**src/hdl/cpf_pkg.sv**
```systemverilog
`timescale 1ns / 1ps
`default_nettype none

package cpf_pkg;

  localparam logic [7:0] HdrHi = 8'hEF;
  localparam logic [7:0] HdrLo = 8'h01;
  localparam logic [31:0] AddrReset = 32'hFFFF_FFFF;
  localparam logic [7:0] FlagReset = 8'h01;

  localparam logic [0:0] RegDeviceAddress = 1'd0;
  localparam logic [0:0] RegPacketFlag = 1'd1;

  typedef struct packed {
    logic [7:0] payload_byte;
    logic       first_byte;
    logic       final_byte;
    logic [7:0] payload_count;
  } in_word_t;

  typedef struct packed {
    logic [7:0] tx_byte;
    logic       packet_end;
    logic       run_last;
  } out_word_t;

  typedef struct packed {
    logic [31:0] device_address;
    logic [7:0]  packet_flag;
  } cfg_t;

  typedef enum logic [3:0] {
    POS_HDR_HI  = 4'd0,
    POS_HDR_LO  = 4'd1,
    POS_ADDR_3  = 4'd2,
    POS_ADDR_2  = 4'd3,
    POS_ADDR_1  = 4'd4,
    POS_ADDR_0  = 4'd5,
    POS_FLAG    = 4'd6,
    POS_LEN_HI  = 4'd7,
    POS_LEN_LO  = 4'd8,
    POS_DATA    = 4'd9,
    POS_SUM_HI  = 4'd10,
    POS_SUM_LO  = 4'd11
  } pos_e;

endpackage

`default_nettype wire

```
**src/hdl/cpf_out_reg.sv**
```systemverilog
`timescale 1ns / 1ps
`default_nettype none

module cpf_out_reg (
  input  wire logic              clk_i,
  input  wire logic              rst_ni,
  input  wire logic              in_valid_i,
  output logic                   in_ready_o,
  input  wire cpf_pkg::out_word_t in_word_i,
  output logic                   out_valid_o,
  input  wire logic              out_ready_i,
  output cpf_pkg::out_word_t     out_word_o
);
  import cpf_pkg::*;

  logic      valid_q, valid_d;
  out_word_t word_q;

  assign in_ready_o = !valid_q || out_ready_i;

  always_comb begin
    valid_d = valid_q;
    if (in_ready_o) begin
      valid_d = in_valid_i;
    end
  end

  always_ff @(posedge clk_i or negedge rst_ni) begin
    if (!rst_ni) begin
      valid_q <= 1'b0;
    end else begin
      valid_q <= valid_d;
    end
  end

  always_ff @(posedge clk_i) begin
    if (in_ready_o && in_valid_i) begin
      word_q <= in_word_i;
    end
  end

  assign out_valid_o = valid_q;
  assign out_word_o  = word_q;

endmodule

`default_nettype wire

```
**src/hdl/cpf_frame_seq.sv**
```systemverilog
`timescale 1ns / 1ps
`default_nettype none

module cpf_frame_seq (
  input  wire logic               clk_i,
  input  wire logic               rst_ni,
  input  wire cpf_pkg::cfg_t      cfg_i,
  input  wire logic               in_valid_i,
  output logic                    in_ready_o,
  input  wire cpf_pkg::in_word_t  in_word_i,
  output logic                    emit_valid_o,
  input  wire logic               emit_ready_i,
  output cpf_pkg::out_word_t      emit_word_o
);
  import cpf_pkg::*;

  logic        hold_valid_q, hold_valid_d;
  in_word_t    hold_q;
  pos_e        pos_q, pos_d;
  logic [15:0] running_sum_q, running_sum_d;
  logic        in_packet_q, in_packet_d;

  logic        step;
  logic        done_now;
  logic        accept;
  logic        load;
  pos_e        pos_next;
  logic [15:0] len;

  assign len  = {8'd0, hold_q.payload_count} + 16'd2;
  assign step = hold_valid_q && emit_ready_i;

  always_comb begin
    done_now = 1'b0;
    pos_next = pos_q;
    case (pos_q)
      POS_HDR_HI: pos_next = POS_HDR_LO;
      POS_HDR_LO: pos_next = POS_ADDR_3;
      POS_ADDR_3: pos_next = POS_ADDR_2;
      POS_ADDR_2: pos_next = POS_ADDR_1;
      POS_ADDR_1: pos_next = POS_ADDR_0;
      POS_ADDR_0: pos_next = POS_FLAG;
      POS_FLAG:   pos_next = POS_LEN_HI;
      POS_LEN_HI: pos_next = POS_LEN_LO;
      POS_LEN_LO: pos_next = POS_DATA;
      POS_DATA: begin
        if (hold_q.final_byte) begin
          pos_next = POS_SUM_HI;
        end else begin
          done_now = 1'b1;
        end
      end
      POS_SUM_HI: pos_next = POS_SUM_LO;
      POS_SUM_LO: done_now = 1'b1;
      default:    done_now = 1'b1;
    endcase
  end

  always_comb begin
    emit_word_o = '0;
    case (pos_q)
      POS_HDR_HI: emit_word_o.tx_byte = HdrHi;
      POS_HDR_LO: emit_word_o.tx_byte = HdrLo;
      POS_ADDR_3: emit_word_o.tx_byte = cfg_i.device_address[31:24];
      POS_ADDR_2: emit_word_o.tx_byte = cfg_i.device_address[23:16];
      POS_ADDR_1: emit_word_o.tx_byte = cfg_i.device_address[15:8];
      POS_ADDR_0: emit_word_o.tx_byte = cfg_i.device_address[7:0];
      POS_FLAG:   emit_word_o.tx_byte = cfg_i.packet_flag;
      POS_LEN_HI: emit_word_o.tx_byte = len[15:8];
      POS_LEN_LO: emit_word_o.tx_byte = len[7:0];
      POS_DATA: begin
        emit_word_o.tx_byte  = hold_q.payload_byte;
        emit_word_o.run_last = !hold_q.final_byte;
      end
      POS_SUM_HI: emit_word_o.tx_byte = running_sum_q[15:8];
      POS_SUM_LO: begin
        emit_word_o.tx_byte    = running_sum_q[7:0];
        emit_word_o.packet_end = 1'b1;
        emit_word_o.run_last   = 1'b1;
      end
      default: emit_word_o = '0;
    endcase
  end

  assign emit_valid_o = hold_valid_q;
  assign in_ready_o   = !hold_valid_q || (step && done_now);
  assign accept       = in_valid_i && in_ready_o;
  // a non-opening word while idle is dropped
  assign load         = accept && (in_word_i.first_byte || in_packet_q);

  always_comb begin
    hold_valid_d  = hold_valid_q;
    pos_d         = pos_q;
    running_sum_d = running_sum_q;
    in_packet_d   = in_packet_q;
    if (step) begin
      pos_d = pos_next;
      if (done_now) begin
        hold_valid_d = 1'b0;
      end
      case (pos_q)
        POS_LEN_LO: running_sum_d = {8'd0, cfg_i.packet_flag} + {8'd0, len[15:8]}
                                    + {8'd0, len[7:0]};
        POS_DATA:   running_sum_d = running_sum_q + {8'd0, hold_q.payload_byte};
        POS_SUM_LO: running_sum_d = '0;
        default:    running_sum_d = running_sum_q;
      endcase
    end
    if (load) begin
      hold_valid_d = 1'b1;
      pos_d        = in_word_i.first_byte ? POS_HDR_HI : POS_DATA;
      in_packet_d  = !in_word_i.final_byte;
    end
  end

  always_ff @(posedge clk_i or negedge rst_ni) begin
    if (!rst_ni) begin
      hold_valid_q  <= 1'b0;
      pos_q         <= POS_HDR_HI;
      running_sum_q <= '0;
      in_packet_q   <= 1'b0;
    end else begin
      hold_valid_q  <= hold_valid_d;
      pos_q         <= pos_d;
      running_sum_q <= running_sum_d;
      in_packet_q   <= in_packet_d;
    end
  end

  always_ff @(posedge clk_i) begin
    if (load) begin
      hold_q <= in_word_i;
    end
  end

`ifndef SYNTHESIS
  a_cont_skips_header: assert property (@(posedge clk_i) disable iff (!rst_ni)
    (hold_valid_q && !hold_q.first_byte) |-> (pos_q >= POS_DATA))
    else $error("continuation word framed with header");
  a_sum_needs_final: assert property (@(posedge clk_i) disable iff (!rst_ni)
    (hold_valid_q && (pos_q == POS_SUM_HI || pos_q == POS_SUM_LO)) |->
    hold_q.final_byte)
    else $error("checksum emitted without final byte");
  a_sum_cleared: assert property (@(posedge clk_i) disable iff (!rst_ni)
    (step && pos_q == POS_SUM_LO) |=> (running_sum_q == 16'd0))
    else $error("running sum not cleared after packet end");
  a_end_is_last: assert property (@(posedge clk_i) disable iff (!rst_ni)
    (hold_valid_q && emit_word_o.packet_end) |-> emit_word_o.run_last)
    else $error("packet end not marked as last word of run");
`endif

endmodule

`default_nettype wire

```
**src/hdl/command_packet_framer.sv**
```systemverilog
// an input word waits in the sequencer's hold register; its bytes then pass the output
// register. A mid-packet word frames to 1 byte, an opening word to 10, a closing word to 3,
// and an opening word that also closes the packet to 12 bytes; the byte sequencer emits
// one word per cycle unless stalled, and holds its input until its last byte goes out
// reset: device address 0xFFFFFFFF, packet flag 1, running sum cleared, no packet open
`timescale 1ns / 1ps
`default_nettype none

module command_packet_framer (
  input  wire logic               clk_i,
  input  wire logic               rst_ni,
  input  wire logic               cfg_valid_i,
  output logic                    cfg_ready_o,
  input  wire logic [0:0]         cfg_index_i,
  input  wire logic [31:0]        cfg_data_i,
  input  wire logic               in_valid_i,
  output logic                    in_ready_o,
  input  wire cpf_pkg::in_word_t  in_word_i,
  output logic                    out_valid_o,
  input  wire logic               out_ready_i,
  output cpf_pkg::out_word_t      out_word_o
);
  import cpf_pkg::*;

  cfg_t      cfg_q, cfg_d;
  logic      emit_valid;
  logic      emit_ready;
  out_word_t emit_word;

  assign cfg_ready_o = 1'b1;

  always_comb begin
    cfg_d = cfg_q;
    if (cfg_valid_i) begin
      case (cfg_index_i)
        RegDeviceAddress: cfg_d.device_address = cfg_data_i;
        RegPacketFlag:    cfg_d.packet_flag = cfg_data_i[7:0];
        default:          cfg_d = cfg_q;
      endcase
    end
  end

  always_ff @(posedge clk_i or negedge rst_ni) begin
    if (!rst_ni) begin
      cfg_q.device_address <= AddrReset;
      cfg_q.packet_flag    <= FlagReset;
    end else begin
      cfg_q <= cfg_d;
    end
  end

  cpf_frame_seq u_seq (
    .clk_i        (clk_i),
    .rst_ni       (rst_ni),
    .cfg_i        (cfg_q),
    .in_valid_i   (in_valid_i),
    .in_ready_o   (in_ready_o),
    .in_word_i    (in_word_i),
    .emit_valid_o (emit_valid),
    .emit_ready_i (emit_ready),
    .emit_word_o  (emit_word)
  );

  cpf_out_reg u_out (
    .clk_i       (clk_i),
    .rst_ni      (rst_ni),
    .in_valid_i  (emit_valid),
    .in_ready_o  (emit_ready),
    .in_word_i   (emit_word),
    .out_valid_o (out_valid_o),
    .out_ready_i (out_ready_i),
    .out_word_o  (out_word_o)
  );

endmodule

`default_nettype wire

```
**config.mk**
```make
export PLATFORM = sky130hd
export DESIGN_NAME = command_packet_framer
export DESIGN_NICKNAME = d
export VERILOG_FILES = /design/src/hdl/cpf_pkg.sv /design/src/hdl/cpf_out_reg.sv /design/src/hdl/cpf_frame_seq.sv /design/src/hdl/command_packet_framer.sv
export SDC_FILE = /design/constraint.sdc
export NUM_CORES = 1
export LEC_CHECK = 0
export ABC_AREA = 1
export BUFFER_PORTS_ARGS = -buffer_cell sky130_fd_sc_hd__buf_4
export CORE_UTILIZATION = 43
export DETAILED_ROUTE_END_ITERATION = 8
export GPL_ROUTABILITY_DRIVEN = 0
export GPL_TIMING_DRIVEN = 1
export SLEW_MARGIN = 20
export SYNTH_ARGS = -nofsm -noshare
export SYNTH_HDL_FRONTEND = slang
export SYNTH_SLANG_ARGS = --single-unit
```
**constraint.sdc**
```tcl
create_clock -name clk_i -period 2.8 [get_ports clk_i]
set_clock_uncertainty 0.15 [all_clocks]
set_input_delay 0.28 -clock clk_i [delete_from_list [all_inputs] [get_ports clk_i]]
set_output_delay 0.28 -clock clk_i [all_outputs]
set_load 0.02 [all_outputs]
```
==> results by group <==
Outcome
  – Status: finished with violations
  – Failing checks: DRC, setup timing

CTS
  – Root buf cell: sky130_fd_sc_hd__clkbuf_16
  – Clock tree buffer depth: 2
  – Clock tree from TritonCTS: built
  – Clock tree sinks: 90
  – Number of buffers created by CTS: 9
  – Clock slew at the register clock pins of the worst setup and hold paths: 0.07 ns
  – Clock latency reported for the late side of the worst-skew pair: 0.35 ns
  – Clock H-tree levels: 3

Critical path
  – Endpoint of the worst register-to-register path: u_seq.running_sum_q[9]
  – Largest fanout on the critical path: 4
  – CP endpoint kind: flop
  – Reg-to-reg startpoint: u_seq.hold_q[2]
  – Endpoint arrival time on the critical path: 3.00 ns
  – Worst r2r path cells: 24
  – Master of the slowest instance on the critical path: sky130_fd_sc_hd__edfxtp_1
  – Crit. Startpoint: u_seq.hold_q[2]
  – Worst stage delay on the critical path: 0.35 ns
  – Worst Setup Path Type: flop to flop
  – Reg-to-reg slack, setup: -0.11 ns
  – Required time of the worst setup path: 2.89 ns
  – Crit path cell chain: nand2_1 > nor2_2 > nand3_1 > nor2_1 > inv_1 > nor2_2 > ha_2 > ha_4 > nand3_4 > inv_2 > nand3_2 > xor2_1 > inv_1 > ha_4 > nand2_1 > nand2_1 > nor2_1 > nand2_1 > nand2_2 > nand2_2 > nand2_2 > nand2_1 > nand2_1 > nand2_1
  – Most frequent cell on the critical path: sky130_fd_sc_hd__nand2_1
  – Nature of the critical path startpoint: flop

Layout
  – Final Instance Area: 6740 um^2
  – Antenna cell count: 0
  – Cell Count, Final, Fillers Out: 905
  – Fraction of layout instances using a drive strength above 1: 28.2%
  – # nets final: 834
  – Area Overhead vs Synth: 29.8%

Floorplan
  – Core area: 11600 um^2
  – Initial cell density of the core: 44.7%
  – Top-level port count: 69
  – Die Width: 112 um
  – Floorplan die height: 112 um
  – Die Outline Area: 12500 um^2
  – Std cell rows: 39

Worst hold path
  – Worst hold-check path type: input pin to flop
  – Start point of the worst hold path: cfg_data_i[31]
  – Hold Crit Endpoint: cfg_q[39]
  – Worst Hold Path Cells: 2

Timing
  – Achievable Freq: 0.343 GHz
  – Period utilization: 104%
  – Worst-Margin Slew: 0.846 ns
  – Minimum setup slack in the final design: -0.113 ns
  – # setup viols final: 4
  – Clock period minus worst slack: 2.91 ns
  – Worst relative slew slack: 43.6%
  – Setup TNS: -0.386 ns
  – Final-report max-slew violation count: 0
  – Final Hold Viols: 0
  – Unrepaired setup endpoints after global routing: yes

Routing
  – Routed vias: 4669
  – Routed len/inst: 15.7 um
  – DRC: 5
  – First-pass DRT Iterations: 7
  – Wire length after detailed routing: 14200 um
  – Post-route ant nets: 0
  – Number of DRC markers in iteration 0: 259
  – Vias per Instance: 5.16

Yosys
  – Area fraction of the dominant cell type after synthesis: 16.7%
  – Post-synthesis sequential area ratio: 46.8%
  – Post-Syn Area: 5190 um^2
  – Post-synthesis cell type with the largest combined area: sky130_fd_sc_hd__dfstp_2
  – Post-synthesis average cell area: 8.28 um^2
  – Register bit count reported by yosys: 90
  – Cell count after synthesis: 627
  – Unique masters post-synth: 43
  – Biggest area contributors in the synthesized netlist: sky130_fd_sc_hd__dfstp_2 17%, sky130_fd_sc_hd__edfxtp_1 16%, sky130_fd_sc_hd__dfrtp_1 14%
  – Warning count from the yosys run: 0
  – Syn_nets: 704

GRT
  – Combined global-route utilization of all metal layers: 24.1%
  – Largest net degree at the start of global routing: 64
  – Residual overflow from global routing: 0
  – Number of global-route vias before repair: 4674
  – Wire length of the first global-routing pass: 23200 um
  – Number of antenna violations at the first check in global routing: 0

Power and ir drop
  – Peak VDD IR: 0.000430 V
  – Cell Pwr Density: 846 nW/um^2
  – Leakage power summed over all cells: 0.00328 uW

Place
  – Total instance count after detailed placement: 853
  – Post-detailed-placement half-perimeter wirelength: 10700 um
  – Count of buffers from port buffering: 67
  – Total cell area at the placement stage: 6040 um^2

Run
  – Max-cap check violation count: 0
synthesized netlist by cell type (all sizes together):
| master | number |
|---|---|
| a21oi | 24 |
| xor2 | 7 |
| conb | 1 |
| xnor2 | 2 |
| a31oi | 4 |
| nand2 | 183 |
| and3 | 2 |
| nor2 | 55 |
| nor3b | 1 |
| dfstp | 33 |
| fa | 2 |
| mux2 | 18 |
| edfxtp | 27 |
| a211oi | 5 |
| o21bai | 1 |
| nand4 | 8 |
| or2 | 4 |
| clkbuf | 5 |
| nand3b | 4 |
| nor3 | 5 |
| buf | 4 |
| o2111ai | 2 |
| dfrtp | 30 |
| inv | 86 |
| ha | 19 |
| a221oi | 7 |
| o22ai | 3 |
| o211ai | 2 |
| o21ai | 32 |
| a22o | 2 |
| nand3 | 46 |
| a22oi | 1 |
| a21boi | 1 |
| and2 | 1 |
flip-flops by register name (all words and copies together), names as in the netlist:
register and count:
u_out.out_word_o 10, u_out.out_valid_o 1, u_seq.pos_q 4, cfg_q 40, u_seq.hold_q 17, u_seq.in_packet_q 1, u_seq.emit_valid_o 1, u_seq.running_sum_q 16
power breakdown:
| part | switching (uW) | leakage (uW) | internal [uW] |
|---|---|---|---|
| clock | 500 | 0.000142 | 683 |
| combinational | 1500 | 0.00217 | 954 |
| sequential | 268 | 0.000977 | 1790 |
worst max-delay path: cells and delay by family (launching register included):
family | cells | cell delay [ns]
and+or+nand+nor | 17 | 1.30
xor gates and xnor gates | 1 | 0.14
DFF | 1 | 0.35
adders and majority gates | 3 | 0.63
buffers and inverters | 3 | 0.25
cell type report:
cell class | count | area [um^2]
tap | 143 | 179
multi-input combinational | 442 | 2510
clock buffer | 13 | 272
timing repair buffer | 128 | 1010
inverter | 86 | 323
sequential | 90 | 2430
fill | 1068 | 4870
clock inverter | 3 | 22.5
stage by stage:
stage | hold WS, ns | setup WS [ns] | utilization (%) | power, uW
6_report | 0.00954 | -0.113 | 58.0 | 5700
5_1_grt | 0.00892 | -0.349 | 58.0 | 6120
4_1_cts | 0.00420 | -0.0483 | 57.2 | 5640
3_5_place_dp | 0.276 | -0.108 | 52.0 | 4400
3_3_place_gp | 0.285 | -0.0195 | 52.0 | 4370
2_1_floorplan | -0.166 | 0.000975 | - | 3570
cells by family after synthesis:
| kind of cell | Yosys count | synth area share, % |
|---|---|---|
| simple gates | 309 | 25.6 |
| buf+inv | 95 | 7.01 |
| flops | 90 | 46.8 |
| compound gates | 84 | 9.81 |
| fa+ha+maj | 21 | 5.35 |
| mux | 18 | 3.90 |
| xor+xnor | 9 | 1.52 |
| other cells | 1 | 0.0722 |
cells in the final DEF (no fill, tap or decap), types with 3 or more instances in the layout:
cell and count:
sky130_fd_sc_hd__a211oi_1 5, sky130_fd_sc_hd__a21oi_1 21, sky130_fd_sc_hd__a21oi_2 3, sky130_fd_sc_hd__a221oi_1 7, sky130_fd_sc_hd__a31oi_1 4, sky130_fd_sc_hd__buf_4 110, sky130_fd_sc_hd__clkbuf_16 10, sky130_fd_sc_hd__dfrtp_1 30
sky130_fd_sc_hd__dfstp_2 33, sky130_fd_sc_hd__dlygate4sd3_1 18, sky130_fd_sc_hd__edfxtp_1 27, sky130_fd_sc_hd__ha_1 15, sky130_fd_sc_hd__inv_1 80, sky130_fd_sc_hd__inv_2 6, sky130_fd_sc_hd__mux2_2 18, sky130_fd_sc_hd__nand2_1 175
sky130_fd_sc_hd__nand2_2 6, sky130_fd_sc_hd__nand3_1 40, sky130_fd_sc_hd__nand3_2 5, sky130_fd_sc_hd__nand3b_1 4, sky130_fd_sc_hd__nand4_1 8, sky130_fd_sc_hd__nor2_1 49, sky130_fd_sc_hd__nor2_2 5, sky130_fd_sc_hd__nor3_1 4
sky130_fd_sc_hd__o21ai_0 27, sky130_fd_sc_hd__o21ai_1 5, sky130_fd_sc_hd__o22ai_1 3, sky130_fd_sc_hd__xor2_1 7
routing by layer:
layer  track usage, %  vias up  share of wire (%)
met1             32.6     2157                 46
met4             12.3        0                4.2
met5                0        -                  0
met3             3.76       43                4.5
li1                 -     2330                  -
met2             37.3      139                 45
how the worst max path moves through the flow:
stage	end	slack, ns	cells past startpoint
after floorplan	u_seq.running_sum_q[6]	0.001	19
after global placement	u_seq.running_sum_q[7]	-0.02	23
after detailed placement	u_seq.running_sum_q[7]	-0.11	23
after CTS	u_seq.running_sum_q[8]	-0.05	20
after global routing	u_seq.running_sum_q[9]	-0.35	24
final	u_seq.running_sum_q[9]	-0.11	24
what timing repair did:
item	CTS	global route
setup buffers	12	6
resized for setup	12	19
pin swaps	1	19
hold endpoints to repair	48	0
setup endpoints to repair	4	7
hold buffers	18	0
Note: power is estimated with default switching activity, not from simulation.
